### src/bmp_pkg.sv
package bmp_pkg;

    // Table geometry: eight 16-bit breakpoints in two 64-bit words
    localparam int SLOTS          = 8;
    localparam int IDX_W          = 3;
    localparam int MV_W           = 16;
    localparam int WORD_W         = 64;
    localparam int CNT_W          = 4;
    localparam int CFG_IDX_W      = 2;

    // Datapath widths
    localparam int WID_W          = 16;
    localparam int STEP_W         = 7;
    localparam int QUO_W          = 7;
    localparam int PCT_W          = 7;
    localparam int REM_W          = WID_W + STEP_W;

    // Parameter defaults
    localparam int MAX_POINTS_DEF = 8;
    localparam int MID_DEPTH_DEF  = 2;
    localparam int OUT_DEPTH_DEF  = 16;

    localparam logic [PCT_W-1:0] PCT_FULL    = 7'd100;
    localparam logic [PCT_W-1:0] PCT_ZERO    = 7'd0;
    localparam logic [CNT_W-1:0] PTS_USE_RST = 4'd2;

    // Configuration register indexes
    localparam logic [CFG_IDX_W-1:0] CFG_PTS_LO  = 2'd0;
    localparam logic [CFG_IDX_W-1:0] CFG_PTS_HI  = 2'd1;
    localparam logic [CFG_IDX_W-1:0] CFG_PTS_USE = 2'd2;

    // Classification of one request
    typedef enum logic [1:0] {
        K_LOW,
        K_HIGH,
        K_SEG
    } t_kind;

    typedef struct packed {
        t_kind                  kind;
        logic signed [MV_W-1:0] mv;
        logic [IDX_W-1:0]       seg;   // index of the first breakpoint above mv
        logic [IDX_W-1:0]       span;  // points in use minus one
    } t_job;

    function automatic logic signed [MV_W-1:0] pt_slot(
        input logic [WORD_W-1:0] lo_w,
        input logic [WORD_W-1:0] hi_w,
        input logic [IDX_W-1:0]  idx
    );
        logic [WORD_W-1:0] word;
        begin
            word = idx[IDX_W-1] ? hi_w : lo_w;
            return word[idx[1:0]*MV_W +: MV_W];
        end
    endfunction

    // Percent per segment: 100 / span, truncated
    function automatic logic [STEP_W-1:0] step_of(input logic [IDX_W-1:0] span);
        begin
            case (span)
                3'd1:    return 7'd100;
                3'd2:    return 7'd50;
                3'd3:    return 7'd33;
                3'd4:    return 7'd25;
                3'd5:    return 7'd20;
                3'd6:    return 7'd16;
                3'd7:    return 7'd14;
                default: return 7'd0;
            endcase
        end
    endfunction

endpackage

### src/battery_mv_to_percent_interp.sv
// Battery charge estimator. Each request carries one signed millivolt
// reading and yields one charge percentage 0..100 by piecewise-linear
// interpolation over a table of up to eight ascending breakpoints (two
// 64-bit registers, four 16-bit slots each, slot 0 in the low bits) and a
// count of points in use (0 reads as 1, values above MAX_POINTS saturate).
// Below the first point the result is 0, at or above the last point 100;
// in between it is (segment-1)*step + (offset*step)/width with
// step = 100/(count-1), every division truncating. Requests enter on a
// push/full queue port and results leave on an empty/pop queue port in
// request order. One request is taken per clock while o_full is low;
// results pass the classify register, the hand-off queue, the operand
// and product stages and a seven-stage divider that resolves one quotient
// bit per stage. The user writes registers through i_cfg_we/i_cfg_idx/
// i_cfg_data only while no request is in flight; the block does not enforce it.
module battery_mv_to_percent_interp #(
    parameter int MAX_POINTS = bmp_pkg::MAX_POINTS_DEF,
    parameter int MID_DEPTH  = bmp_pkg::MID_DEPTH_DEF,
    parameter int OUT_DEPTH  = bmp_pkg::OUT_DEPTH_DEF
) (
    input  logic                                i_clk,
    input  logic                                i_rst_n,
    // configuration write port
    input  logic                                i_cfg_we,
    input  logic [bmp_pkg::CFG_IDX_W-1:0]       i_cfg_idx,
    input  logic [bmp_pkg::WORD_W-1:0]          i_cfg_data,
    // request side
    input  logic                                i_push,
    output logic                                o_full,
    input  logic signed [bmp_pkg::MV_W-1:0]     i_battery_millivolts,
    // result side
    output logic                                o_empty,
    input  logic                                i_pop,
    output logic [bmp_pkg::PCT_W-1:0]           o_charge_percent
);

    localparam int JW = $bits(bmp_pkg::t_job);

    logic [bmp_pkg::WORD_W-1:0] r_pts_lo;
    logic [bmp_pkg::WORD_W-1:0] r_pts_hi;
    logic [bmp_pkg::CNT_W-1:0]  r_pts_use;

    logic                       front_vld;
    bmp_pkg::t_job              front_job;
    logic                       mid_full;
    logic                       mid_empty;
    logic [JW-1:0]              mid_data;
    bmp_pkg::t_job              mid_job;
    logic                       back_take;
    logic                       back_push;
    logic [bmp_pkg::PCT_W-1:0]  back_pct;
    logic                       out_full;
    logic                       out_pop;

    // Configuration registers; writes to unused indexes drop silently
    always_ff @(posedge i_clk) begin
        if (!i_rst_n) begin
            r_pts_lo  <= '0;
            r_pts_hi  <= '0;
            r_pts_use <= bmp_pkg::PTS_USE_RST;
        end else if (i_cfg_we) begin
            case (i_cfg_idx)
                bmp_pkg::CFG_PTS_LO:  r_pts_lo  <= i_cfg_data;
                bmp_pkg::CFG_PTS_HI:  r_pts_hi  <= i_cfg_data;
                bmp_pkg::CFG_PTS_USE: r_pts_use <= i_cfg_data[bmp_pkg::CNT_W-1:0];
                default: ;
            endcase
        end
    end

    // Front: accept and classify each request against the breakpoints
    bmp_front #(
        .MAX_POINTS (MAX_POINTS)
    ) u_front (
        .i_clk     (i_clk),
        .i_rst_n   (i_rst_n),
        .i_push    (i_push),
        .i_mv      (i_battery_millivolts),
        .i_pts_lo  (r_pts_lo),
        .i_pts_hi  (r_pts_hi),
        .i_pts_use (r_pts_use),
        .i_q_full  (mid_full),
        .o_full    (o_full),
        .o_vld     (front_vld),
        .o_job     (front_job)
    );

    // Hand-off queue: lets the front keep accepting while the back holds
    bmp_queue #(
        .WIDTH (JW),
        .DEPTH (MID_DEPTH)
    ) u_mid_q (
        .i_clk   (i_clk),
        .i_rst_n (i_rst_n),
        .i_push  (front_vld),
        .i_data  (front_job),
        .o_full  (mid_full),
        .i_pop   (back_take),
        .o_data  (mid_data),
        .o_empty (mid_empty)
    );

    assign mid_job = mid_data;

    // Back: interpolation datapath, issues only when the result queue has room
    bmp_back #(
        .OUT_DEPTH (OUT_DEPTH)
    ) u_back (
        .i_clk     (i_clk),
        .i_rst_n   (i_rst_n),
        .i_vld     (!mid_empty),
        .i_job     (mid_job),
        .o_take    (back_take),
        .i_pts_lo  (r_pts_lo),
        .i_pts_hi  (r_pts_hi),
        .i_out_pop (out_pop),
        .o_push    (back_push),
        .o_pct     (back_pct)
    );

    assign out_pop = i_pop && !o_empty;

    // Result queue: oldest result sits on o_charge_percent while not empty
    bmp_queue #(
        .WIDTH (bmp_pkg::PCT_W),
        .DEPTH (OUT_DEPTH)
    ) u_out_q (
        .i_clk   (i_clk),
        .i_rst_n (i_rst_n),
        .i_push  (back_push),
        .i_data  (back_pct),
        .o_full  (out_full),
        .i_pop   (i_pop),
        .o_data  (o_charge_percent),
        .o_empty (o_empty)
    );

    // The credit count must keep the result queue from ever overflowing
    a_out_no_overflow: assert property (@(posedge i_clk) disable iff (!i_rst_n)
        !(back_push && out_full))
        else $error("result queue pushed while full");

    // Interpolated results never exceed full charge
    a_pct_range: assert property (@(posedge i_clk) disable iff (!i_rst_n)
        !o_empty |-> (o_charge_percent <= bmp_pkg::PCT_FULL))
        else $error("charge percent above 100");

    // An accepted request lands in the classify register
    a_accept_lands: assert property (@(posedge i_clk) disable iff (!i_rst_n)
        (i_push && !o_full) |=> front_vld)
        else $error("accepted request lost at the front");

    // Back never takes from an empty hand-off queue
    a_take_nonempty: assert property (@(posedge i_clk) disable iff (!i_rst_n)
        back_take |-> !mid_empty)
        else $error("back took from empty hand-off queue");

endmodule

### src/bmp_queue.sv
module bmp_queue #(
    parameter int WIDTH = 8,
    parameter int DEPTH = 2
) (
    input  logic             i_clk,
    input  logic             i_rst_n,
    input  logic             i_push,
    input  logic [WIDTH-1:0] i_data,
    output logic             o_full,
    input  logic             i_pop,
    output logic [WIDTH-1:0] o_data,
    output logic             o_empty
);

    localparam int AW = (DEPTH > 1) ? $clog2(DEPTH) : 1;
    localparam int CW = $clog2(DEPTH + 1);

    logic [WIDTH-1:0] r_mem [DEPTH];
    logic [AW-1:0]    r_wr, n_wr;
    logic [AW-1:0]    r_rd, n_rd;
    logic [CW-1:0]    r_cnt, n_cnt;
    logic             push_ok;
    logic             pop_ok;

    assign o_full  = (r_cnt == CW'(DEPTH));
    assign o_empty = (r_cnt == '0);
    assign push_ok = i_push && !o_full;
    assign pop_ok  = i_pop && !o_empty;
    assign o_data  = r_mem[r_rd];

    always_comb begin
        n_wr  = r_wr;
        n_rd  = r_rd;
        n_cnt = r_cnt;
        if (push_ok) begin
            n_wr = (r_wr == AW'(DEPTH - 1)) ? '0 : r_wr + AW'(1);
        end
        if (pop_ok) begin
            n_rd = (r_rd == AW'(DEPTH - 1)) ? '0 : r_rd + AW'(1);
        end
        if (push_ok && !pop_ok) begin
            n_cnt = r_cnt + CW'(1);
        end else if (pop_ok && !push_ok) begin
            n_cnt = r_cnt - CW'(1);
        end
    end

    always_ff @(posedge i_clk) begin
        if (!i_rst_n) begin
            r_wr  <= '0;
            r_rd  <= '0;
            r_cnt <= '0;
        end else begin
            r_wr  <= n_wr;
            r_rd  <= n_rd;
            r_cnt <= n_cnt;
        end
    end

    always_ff @(posedge i_clk) begin
        if (push_ok) begin
            r_mem[r_wr] <= i_data;
        end
    end

endmodule

### src/bmp_front.sv
module bmp_front #(
    parameter int MAX_POINTS = bmp_pkg::MAX_POINTS_DEF
) (
    input  logic                               i_clk,
    input  logic                               i_rst_n,
    input  logic                               i_push,
    input  logic signed [bmp_pkg::MV_W-1:0]    i_mv,
    input  logic [bmp_pkg::WORD_W-1:0]         i_pts_lo,
    input  logic [bmp_pkg::WORD_W-1:0]         i_pts_hi,
    input  logic [bmp_pkg::CNT_W-1:0]          i_pts_use,
    input  logic                               i_q_full,
    output logic                               o_full,
    output logic                               o_vld,
    output bmp_pkg::t_job                      o_job
);

    logic                          r_vld;
    bmp_pkg::t_job                 r_job, n_job;
    logic [bmp_pkg::CNT_W-1:0]     cnt;
    logic [bmp_pkg::IDX_W-1:0]     span;
    logic [bmp_pkg::IDX_W-1:0]     seg;
    logic [bmp_pkg::SLOTS-1:0]     lt;

    // Clamp the point count to 1..MAX_POINTS
    always_comb begin
        cnt = i_pts_use;
        if (cnt == '0) begin
            cnt = bmp_pkg::CNT_W'(1);
        end
        if (cnt > bmp_pkg::CNT_W'(MAX_POINTS)) begin
            cnt = bmp_pkg::CNT_W'(MAX_POINTS);
        end
        span = bmp_pkg::IDX_W'(cnt - bmp_pkg::CNT_W'(1));
    end

    // Compare against every breakpoint, pick the first one above
    always_comb begin
        for (int k = 0; k < bmp_pkg::SLOTS; k++) begin
            lt[k] = i_mv < bmp_pkg::pt_slot(i_pts_lo, i_pts_hi, bmp_pkg::IDX_W'(k));
        end
        seg = '0;
        for (int i = bmp_pkg::SLOTS - 1; i >= 1; i--) begin
            if (lt[i] && (bmp_pkg::IDX_W'(i) <= span)) begin
                seg = bmp_pkg::IDX_W'(i);
            end
        end
        n_job.mv   = i_mv;
        n_job.seg  = seg;
        n_job.span = span;
        if (lt[0]) begin
            n_job.kind = bmp_pkg::K_LOW;
        end else if (!lt[span]) begin
            n_job.kind = bmp_pkg::K_HIGH;
        end else begin
            n_job.kind = bmp_pkg::K_SEG;
        end
    end

    // Hold while the stage is loaded and the queue cannot take it
    assign o_full = r_vld && i_q_full;
    assign o_vld  = r_vld;
    assign o_job  = r_job;

    always_ff @(posedge i_clk) begin
        if (!i_rst_n) begin
            r_vld <= 1'b0;
        end else if (!o_full) begin
            r_vld <= i_push;
        end
    end

    always_ff @(posedge i_clk) begin
        if (!o_full && i_push) begin
            r_job <= n_job;
        end
    end

endmodule

### src/bmp_back.sv
module bmp_back #(
    parameter int OUT_DEPTH = bmp_pkg::OUT_DEPTH_DEF
) (
    input  logic                              i_clk,
    input  logic                              i_rst_n,
    input  logic                              i_vld,
    input  bmp_pkg::t_job                     i_job,
    output logic                              o_take,
    input  logic [bmp_pkg::WORD_W-1:0]        i_pts_lo,
    input  logic [bmp_pkg::WORD_W-1:0]        i_pts_hi,
    input  logic                              i_out_pop,
    output logic                              o_push,
    output logic [bmp_pkg::PCT_W-1:0]         o_pct
);

    localparam int OW = $clog2(OUT_DEPTH + 1);
    localparam int QW = bmp_pkg::QUO_W;
    localparam int BW = bmp_pkg::IDX_W + bmp_pkg::STEP_W;

    // Requests issued and not yet popped from the result queue
    logic [OW-1:0] r_outst, n_outst;

    // Operand stage
    logic                          r_s0_vld;
    logic [bmp_pkg::WID_W-1:0]     r_s0_off, n_s0_off;
    logic [bmp_pkg::WID_W-1:0]     r_s0_wid, n_s0_wid;
    logic [bmp_pkg::STEP_W-1:0]    r_s0_step, n_s0_step;
    logic [bmp_pkg::PCT_W-1:0]     r_s0_base, n_s0_base;

    // Product stage (index 0) and one quotient bit per following stage
    logic                          r_vld  [QW+1];
    logic [bmp_pkg::REM_W-1:0]     r_rem  [QW+1];
    logic [bmp_pkg::REM_W-1:0]     n_rem  [QW+1];
    logic [QW-1:0]                 r_quo  [QW+1];
    logic [QW-1:0]                 n_quo  [QW+1];
    logic [bmp_pkg::WID_W-1:0]     r_wid  [QW+1];
    logic [bmp_pkg::PCT_W-1:0]     r_base [QW+1];

    logic signed [bmp_pkg::MV_W-1:0] lo_pt;
    logic signed [bmp_pkg::MV_W-1:0] hi_pt;
    logic [bmp_pkg::MV_W:0]          d_off;
    logic [bmp_pkg::MV_W:0]          d_wid;
    logic [bmp_pkg::IDX_W-1:0]       seg_m1;
    logic [bmp_pkg::STEP_W-1:0]      step;
    logic [BW-1:0]                   base_p;
    logic [bmp_pkg::REM_W-1:0]       shd;
    logic                            ge;

    assign o_take = i_vld && ((r_outst < OW'(OUT_DEPTH)) || i_out_pop);

    always_comb begin
        n_outst = r_outst;
        if (o_take && !i_out_pop) begin
            n_outst = r_outst + OW'(1);
        end else if (i_out_pop && !o_take) begin
            n_outst = r_outst - OW'(1);
        end
    end

    // Segment end points, offset and width
    always_comb begin
        seg_m1 = bmp_pkg::IDX_W'(i_job.seg - bmp_pkg::IDX_W'(1));
        lo_pt  = bmp_pkg::pt_slot(i_pts_lo, i_pts_hi, seg_m1);
        hi_pt  = bmp_pkg::pt_slot(i_pts_lo, i_pts_hi, i_job.seg);
        d_off  = {i_job.mv[bmp_pkg::MV_W-1], i_job.mv} - {lo_pt[bmp_pkg::MV_W-1], lo_pt};
        d_wid  = {hi_pt[bmp_pkg::MV_W-1], hi_pt} - {lo_pt[bmp_pkg::MV_W-1], lo_pt};
        step   = bmp_pkg::step_of(i_job.span);
        base_p = BW'(seg_m1) * BW'(step);
        case (i_job.kind)
            bmp_pkg::K_SEG: begin
                n_s0_off  = d_off[bmp_pkg::WID_W-1:0];
                n_s0_wid  = d_wid[bmp_pkg::WID_W-1:0];
                n_s0_step = step;
                n_s0_base = base_p[bmp_pkg::PCT_W-1:0];
            end
            bmp_pkg::K_HIGH: begin
                n_s0_off  = '0;
                n_s0_wid  = bmp_pkg::WID_W'(1);
                n_s0_step = '0;
                n_s0_base = bmp_pkg::PCT_FULL;
            end
            default: begin
                n_s0_off  = '0;
                n_s0_wid  = bmp_pkg::WID_W'(1);
                n_s0_step = '0;
                n_s0_base = bmp_pkg::PCT_ZERO;
            end
        endcase
    end

    // Restoring division, one quotient bit per stage, MSB first
    always_comb begin
        n_rem[0] = bmp_pkg::REM_W'(r_s0_off) * bmp_pkg::REM_W'(r_s0_step);
        n_quo[0] = '0;
        shd      = '0;
        ge       = 1'b0;
        for (int s = 1; s <= QW; s++) begin
            shd      = bmp_pkg::REM_W'(r_wid[s-1]) << (QW - s);
            ge       = r_rem[s-1] >= shd;
            n_rem[s] = ge ? (r_rem[s-1] - shd) : r_rem[s-1];
            n_quo[s] = r_quo[s-1] | (ge ? (QW'(1) << (QW - s)) : '0);
        end
    end

    always_ff @(posedge i_clk) begin
        if (!i_rst_n) begin
            r_outst  <= '0;
            r_s0_vld <= 1'b0;
            for (int s = 0; s <= QW; s++) begin
                r_vld[s] <= 1'b0;
            end
        end else begin
            r_outst  <= n_outst;
            r_s0_vld <= o_take;
            r_vld[0] <= r_s0_vld;
            for (int s = 1; s <= QW; s++) begin
                r_vld[s] <= r_vld[s-1];
            end
        end
    end

    always_ff @(posedge i_clk) begin
        r_s0_off  <= n_s0_off;
        r_s0_wid  <= n_s0_wid;
        r_s0_step <= n_s0_step;
        r_s0_base <= n_s0_base;
        r_rem[0]  <= n_rem[0];
        r_quo[0]  <= n_quo[0];
        r_wid[0]  <= r_s0_wid;
        r_base[0] <= r_s0_base;
        for (int s = 1; s <= QW; s++) begin
            r_rem[s]  <= n_rem[s];
            r_quo[s]  <= n_quo[s];
            r_wid[s]  <= r_wid[s-1];
            r_base[s] <= r_base[s-1];
        end
    end

    assign o_push = r_vld[QW];
    assign o_pct  = bmp_pkg::PCT_W'(r_base[QW] + r_quo[QW]);

endmodule

### config.mk
export PLATFORM = sky130hd
export DESIGN_NAME = battery_mv_to_percent_interp
export DESIGN_NICKNAME = d
export VERILOG_FILES = /design/src/bmp_pkg.sv /design/src/battery_mv_to_percent_interp.sv /design/src/bmp_queue.sv /design/src/bmp_front.sv /design/src/bmp_back.sv
export SDC_FILE = /design/constraint.sdc
export NUM_CORES = 2
export LEC_CHECK = 0
export BUFFER_PORTS_ARGS = -buffer_cell sky130_fd_sc_hd__buf_2
export CAP_MARGIN = 20
export CORE_MARGIN = 1
export CORE_UTILIZATION = 30
export DETAILED_ROUTE_END_ITERATION = 8
export SLEW_MARGIN = 20
export SYNTH_ARGS = -nofsm -noshare
export SYNTH_HDL_FRONTEND = slang
export SYNTH_HIERARCHICAL = 1
export SYNTH_SLANG_ARGS = --single-unit
### constraint.sdc
create_clock -name i_clk -period 15.66 [get_ports i_clk]
set_input_delay 2.349 -clock i_clk [delete_from_list [all_inputs] [get_ports i_clk]]
set_output_delay 2.349 -clock i_clk [all_outputs]
set_load 0.01 [all_outputs]
### Yosys cells after proc, flatten, opt, wreduce, memory -nomap -nowiden

Memories as Yosys holds them, arrays and structs flattened. A register that Yosys moved wholly into a read port is not among the register bits.
Index checks and enable logic that the tools add are counted.

* register bits: 226
* memory bits (writable): 592
* bits of input ports: 87
* output and inout port bits: 9
* logic and storage cells: 208
* memories: 7

* $add $sub $neg: 22
* $mul: 2
* $lt $le $gt $ge: 25
* equal/unequal tests: 15
* shifts and indexed selects: 2
* multiplexer cells: 57
* bitwise logic cells: 15
* reduce and logical (&&, ||, !) cells: 42

Memory list
* u_back.r_rem: depth 8, bits a word 23, read ports 7, clocked after memory_dff 0, wr ports 8, RTL line bmp_back.sv:32 `logic [bmp_pkg::REM_W-1:0] r_rem [QW+1];`
* u_back.r_wid: depth 8, bits a word 16, read ports 7, clocked after memory_dff 0, wr ports 8, RTL line bmp_back.sv:36 `logic [bmp_pkg::WID_W-1:0] r_wid [QW+1];`
* u_out_q.r_mem: depth 16, bits a word 7, read ports 1, clocked after memory_dff 1, wr ports 1, RTL line bmp_queue.sv:18 `logic [WIDTH-1:0] r_mem [DEPTH];`
* u_back.r_base: depth 8, bits a word 7, read ports 8, clocked after memory_dff 0, wr ports 8, RTL line bmp_back.sv:37 `logic [bmp_pkg::PCT_W-1:0] r_base [QW+1];`
* u_back.r_quo: depth 8, bits a word 7, read ports 8, clocked after memory_dff 0, wr ports 8, RTL line bmp_back.sv:34 `logic [QW-1:0] r_quo [QW+1];`
* u_mid_q.r_mem: depth 2, bits a word 24, read ports 1, clocked after memory_dff 1, wr ports 1, RTL line bmp_queue.sv:18
* +1 memories

Operator list (number)
* 2-to-1 mux 23 bit: 7
* less-than comparator 16 bit: 8
* 2-to-1 mux 64 bit: 2
* indexed part select 64 x 7 -> 16 bit: 2
* bitwise OR 7 bit: 7
* one-hot mux 7 bit (7 select lines): 1
* subtractor 16 bit: 2
* 2-to-1 mux 5 bit: 5
* 2-to-1 mux 4 bit: 6
* greater-or-equal comparator 23 x 16 -> 1 bit: 1
* greater-or-equal comparator 23 x 17 -> 1 bit: 1
* greater-or-equal comparator 23 x 18 -> 1 bit: 1
* greater-or-equal comparator 23 x 19 -> 1 bit: 1
* greater-or-equal comparator 23 x 20 -> 1 bit: 1
* greater-or-equal comparator 23 x 21 -> 1 bit: 1
* greater-or-equal comparator 23 x 22 -> 1 bit: 1
* multiplier 16 x 7 -> 23 bit: 1
* subtractor 23 x 16 -> 23 bit: 1
* subtractor 23 x 17 -> 23 bit: 1
* subtractor 23 x 18 -> 23 bit: 1
* subtractor 23 x 19 -> 23 bit: 1
* subtractor 23 x 20 -> 23 bit: 1
* subtractor 23 x 21 -> 23 bit: 1
* subtractor 23 x 22 -> 23 bit: 1
* other kinds (39): 125

### Depth between registers and ports, before layout

* depth after elaboration: 13
* depth in mapped cells: 22
* depth with buffers taken out: 18

### Hierarchy

The synthesis kept the hierarchy.

By module, submodules not included
* bmp_back: times used 1, cells an instance 2360, area each 23084.6 um^2, sequential area each 8348.0 um^2
* bmp_queue at u_out_q: times used 1, cells an instance 287, area each 5213.8 um^2, sequential area each 3703.6 um^2
* battery_mv_to_percent_interp: times used 1, cells an instance 502, area each 5063.6 um^2, sequential area each 2642.5 um^2
* bmp_front: times used 1, cells an instance 500, area each 4140.2 um^2, sequential area each 740.7 um^2
* bmp_queue at u_mid_q: times used 1, cells an instance 100, area each 1960.6 um^2, sequential area each 1541.5 um^2

### Worst setup path before layout

OpenSTA, ideal clock, no wires.

* path kind: reg-to-reg
* start: register with a tool-made name
* end: register u_back/r_s0_off[12] in the netlist's numbering
* setup time: 0.115 ns
* arrival: 5.090 ns
* required time: 15.545 ns
* slack: 10.455 ns
* stages on the path, launching flop included: 22
* path buffers: 6
* clock period less this slack: 5.205 ns
* cell sequence: dfxtp_1 buf_2 buf_2 mux2_2 clkbuf_1 inv_2 buf_1 ha_1 xor2_1 buf_2 buf_2 mux4_2 mux2i_1 ha_1 a21o_1 a21oi_1 o21ai_0 a31o_2 or3_1 a21oi_1 xnor2_1 and2_1

RTL lines
* end signal: assignment: RTL line bmp_back.sv:123 `r_s0_off <= n_s0_off;`
* end: declaration: RTL line bmp_back.sv:25 `logic [bmp_pkg::WID_W-1:0] r_s0_off, n_s0_off;`

==> Flow_metrics.wiki <==
{| class="wikitable"
! Metric !! Value
|-
| 1st-iter DRT viols || 1880
|-
| Wire length of the first global-routing pass || 143000 µm
|-
| Reg2Reg Capture Point || u_back/r_s0_off[12]
|-
| Peak Freq || 171 MHz
|-
| Via-to-Cell Ratio || 4.73
|-
| Final worst-path setup slack || 9.82 ns
|-
| Layout overhead on the synthesized area || 12.5%
|-
| MaxCap Viol Count || 0
|-
| CTS resizes || 0
|-
| Antenna violations before repair || 2
|-
| Overflow left after global routing || 0
|-
| DP Area || 0.0417 mm²
|-
| Sort of element at the start of the critical path || flip-flop
|-
| Hold Violations, Final || 0
|-
| Pre-CTS setup slack || 9.84 ns
|-
| Nets in the synthesized netlist || 4253
|-
| Max FO, Critical Path || 38
|-
| Antenna viol nets, final || 0
|-
| Starting Density || 0.304
|-
| Final Max Slew Viols || 0
|-
| Total number of H-tree levels || 3
|-
| Hold Worst Slack || 0.312 ns
|-
| Yosys warning count || 6
|-
| Routed wire per std cell || 15.9 µm
|-
| GR Util met1 || 0.174
|-
| Clock latency of the later-clocked register in the worst-skew pair || 0.64 ns
|-
| Overall die area || 0.133 mm²
|-
| Number of standard-cell rows in the floorplan || 132
|-
| Fin nets || 4339
|-
| Setup total negative slack || 0 ns
|-
| HPWL reported at the end of detailed placement || 66600 µm
|-
| Largest buffer count on any clock path || 3
|-
| Capturing element of the worst setup path || u_back/r_s0_off[12]
|-
| Setup repair after global routing missed its margin || no
|-
| Met3 track demand over resource in global routing || 0.0195
|-
| Clock tree from TritonCTS || done
|-
| Vertical die dimension || 365 µm
|-
| Number of cells on the worst hold path || 0
|-
| Stage delay of the slowest cell on the critical path || 0.61 ns
|-
| Post-synthesis area per instance || 10.5 µm²
|-
| Die X || 365 µm
|-
| Proportion of layout cells with a drive suffix above 1 || 0.109
|-
| Met2 routing resource usage after global routing || 0.223
|-
| Worst voltage drop across the vdd grid || 0.000108 V
|-
| Number of global-route vias before repair || 26400
|-
| Summed area of non-filler cells in the final layout || 0.0444 mm²
|-
| Number of buffers inserted to repair setup after CTS || 0
|-
| Antenna cell count || 0
|-
| Classification of the worst-slack hold path || reg2reg
|-
| CTS Buf Count || 78
|-
| Top-Level Pins || 96
|-
| Clk Tree Root Cell || clkbuf_16
|-
| Clk pin slew, worst setup/hold paths || 0.06 ns
|-
| Commonest cells after routing, fill and taps aside || 571 x dfxtp_1, 430 x nand2_1, 375 x inv_1, 333 x ha_1, 184 x edfxtp_1
|-
| Worst slew pin tran || 0.995 ns
|-
| Post-synthesis instance total || 3748
|-
| Setup Crit Path Kind || reg2reg
|-
| Hold-fix buffer count after cts || 0
|-
| Crit-path slowest cell || buf_4
|-
| Layout Utilization || 0.341
|-
| Reported leakage power || 18.0 nW
|-
| Count of buffers from port buffering || 95
|-
| Result of the run || completed
|-
| Post-route clock period utilization || 0.373
|-
| Most Used Layer, Global Route || met2
|-
| Clock tree sinks || 756
|-
| Detailed Route WL || 89600 µm
|-
| Max Clock Skew || 0.0360 ns
|-
| Arrival time of data at the critical path endpoint || 6.35 ns
|-
| Worst reg-to-reg setup slack || 9.82 ns
|-
| Leading cell type in the layout, fill and taps excluded || dfxtp_1
|-
| Weighted congestion reported at the end of routability-driven placement || 0.860
|-
| Area of the mapped netlist || 0.0395 mm²
|-
| Final worst path period need || 5.84 ns
|-
| Depth of the worst register-to-register path || 17
|-
| Endpoints failing setup || 0
|-
| Gr usage total || 0.134
|-
| Detailed Routing Iterations Pass 1 || 6
|-
| Worst path cell trace || buf_4 -> mux2_2 -> clkinv_1 -> ha_1 -> xor2_4 -> buf_4 -> mux4_2 -> mux2i_1 -> ha_1 -> a21o_1 -> a21oi_1 -> o21ai_0 -> a31o_2 -> or3_1 -> a21oi_1 -> xnor2_1 -> and2_1
|-
| Power per cell area || 188 mW/mm²
|-
| Placeable Area || 0.130 mm²
|-
| Kind of end point of the critical path || flip-flop
|-
| Req. time, crit path || 16.17 ns
|-
| Largest net degree at the start of global routing || 95
|-
| # DRC || 0
|-
| Remaining max-slew budget at the tightest pin || 0.337
|-
| Number of vias after detailed routing || 26700
|}
==> power by group <==
group / total [mW] / switching, mW / internal [mW]
Combinational: 3.62 / 2.01 / 1.61
Sequential: 2.85 / 0.290 / 2.56
Clock: 1.89 / 0.782 / 1.11
==> worst max-delay path: cells and delay by family, from the launching register on <==
kind	cells	cell delay (ns)
AOI/OAI and AO/OA	5	1.08
xor gates and xnor gates	2	0.21
adders and majority gates	2	0.81
buffers and inverters	3	1.47
DFF	1	0.31
muxes	3	1.38
and+or+nand+nor	2	0.46
==> area by class of cell <==
type / count / area (µm²)
inverters: 381 / 1430
clock inverters: 32 / 344
fillers: 13100 / 85600
repair buffers: 121 / 681
multi-input cells: 2496 / 20400
flip-flops and latches: 756 / 17000
well taps: 1742 / 2180
clock buffers: 111 / 2320
==> routing by layer <==
layer | share of wire | vias up
met4 | 0.036 | 0
met3 | 0.042 | 154
met5 | 0 | -
li1 | - | 13200
met1 | 0.46 | 12700
met2 | 0.46 | 603
==> state kept, by name (all words and copies together), names as in the netlist, 24 cells and up, named ones only <==
signal / flops
u_out_q/r_mem: 112
u_back/r_wid: 112
r_pts_hi: 64
u_mid_q/r_mem: 48
u_front/o_job: 24
u_back/r_base: 56
r_pts_lo: 64
u_back/r_rem: 161
u_back/r_quo: 28
==> worst min-delay path by stage <==
stage / slack, ns / endpoint / startpoint
2_1_floorplan: 0.31 / u_back/r_base[0][0] / u_back/r_s0_base[0]
3_3_place_gp: 0.31 / u_back/r_base[0][10] / u_back/r_base[0][3]
3_5_place_dp: 0.31 / u_back/r_base[0][1] / u_back/r_s0_base[1]
4_1_cts: 0.31 / u_back/r_base[0][20] / u_back/r_base[0][13]
5_1_grt: 0.32 / u_back/r_base[1][8] / u_back/r_base[1][1]
6_report: 0.31 / u_back/r_base[0][20] / u_back/r_base[0][13]
==> metrics by stage <==
stage	power, mW	std cells
detailed placement	6.49	5495
global route	8.99	5639
finish	8.36	5639
floorplan	5.65	3748
CTS	8.42	5638
global placement	6.42	5495
(Power assumes the default switching activity.)
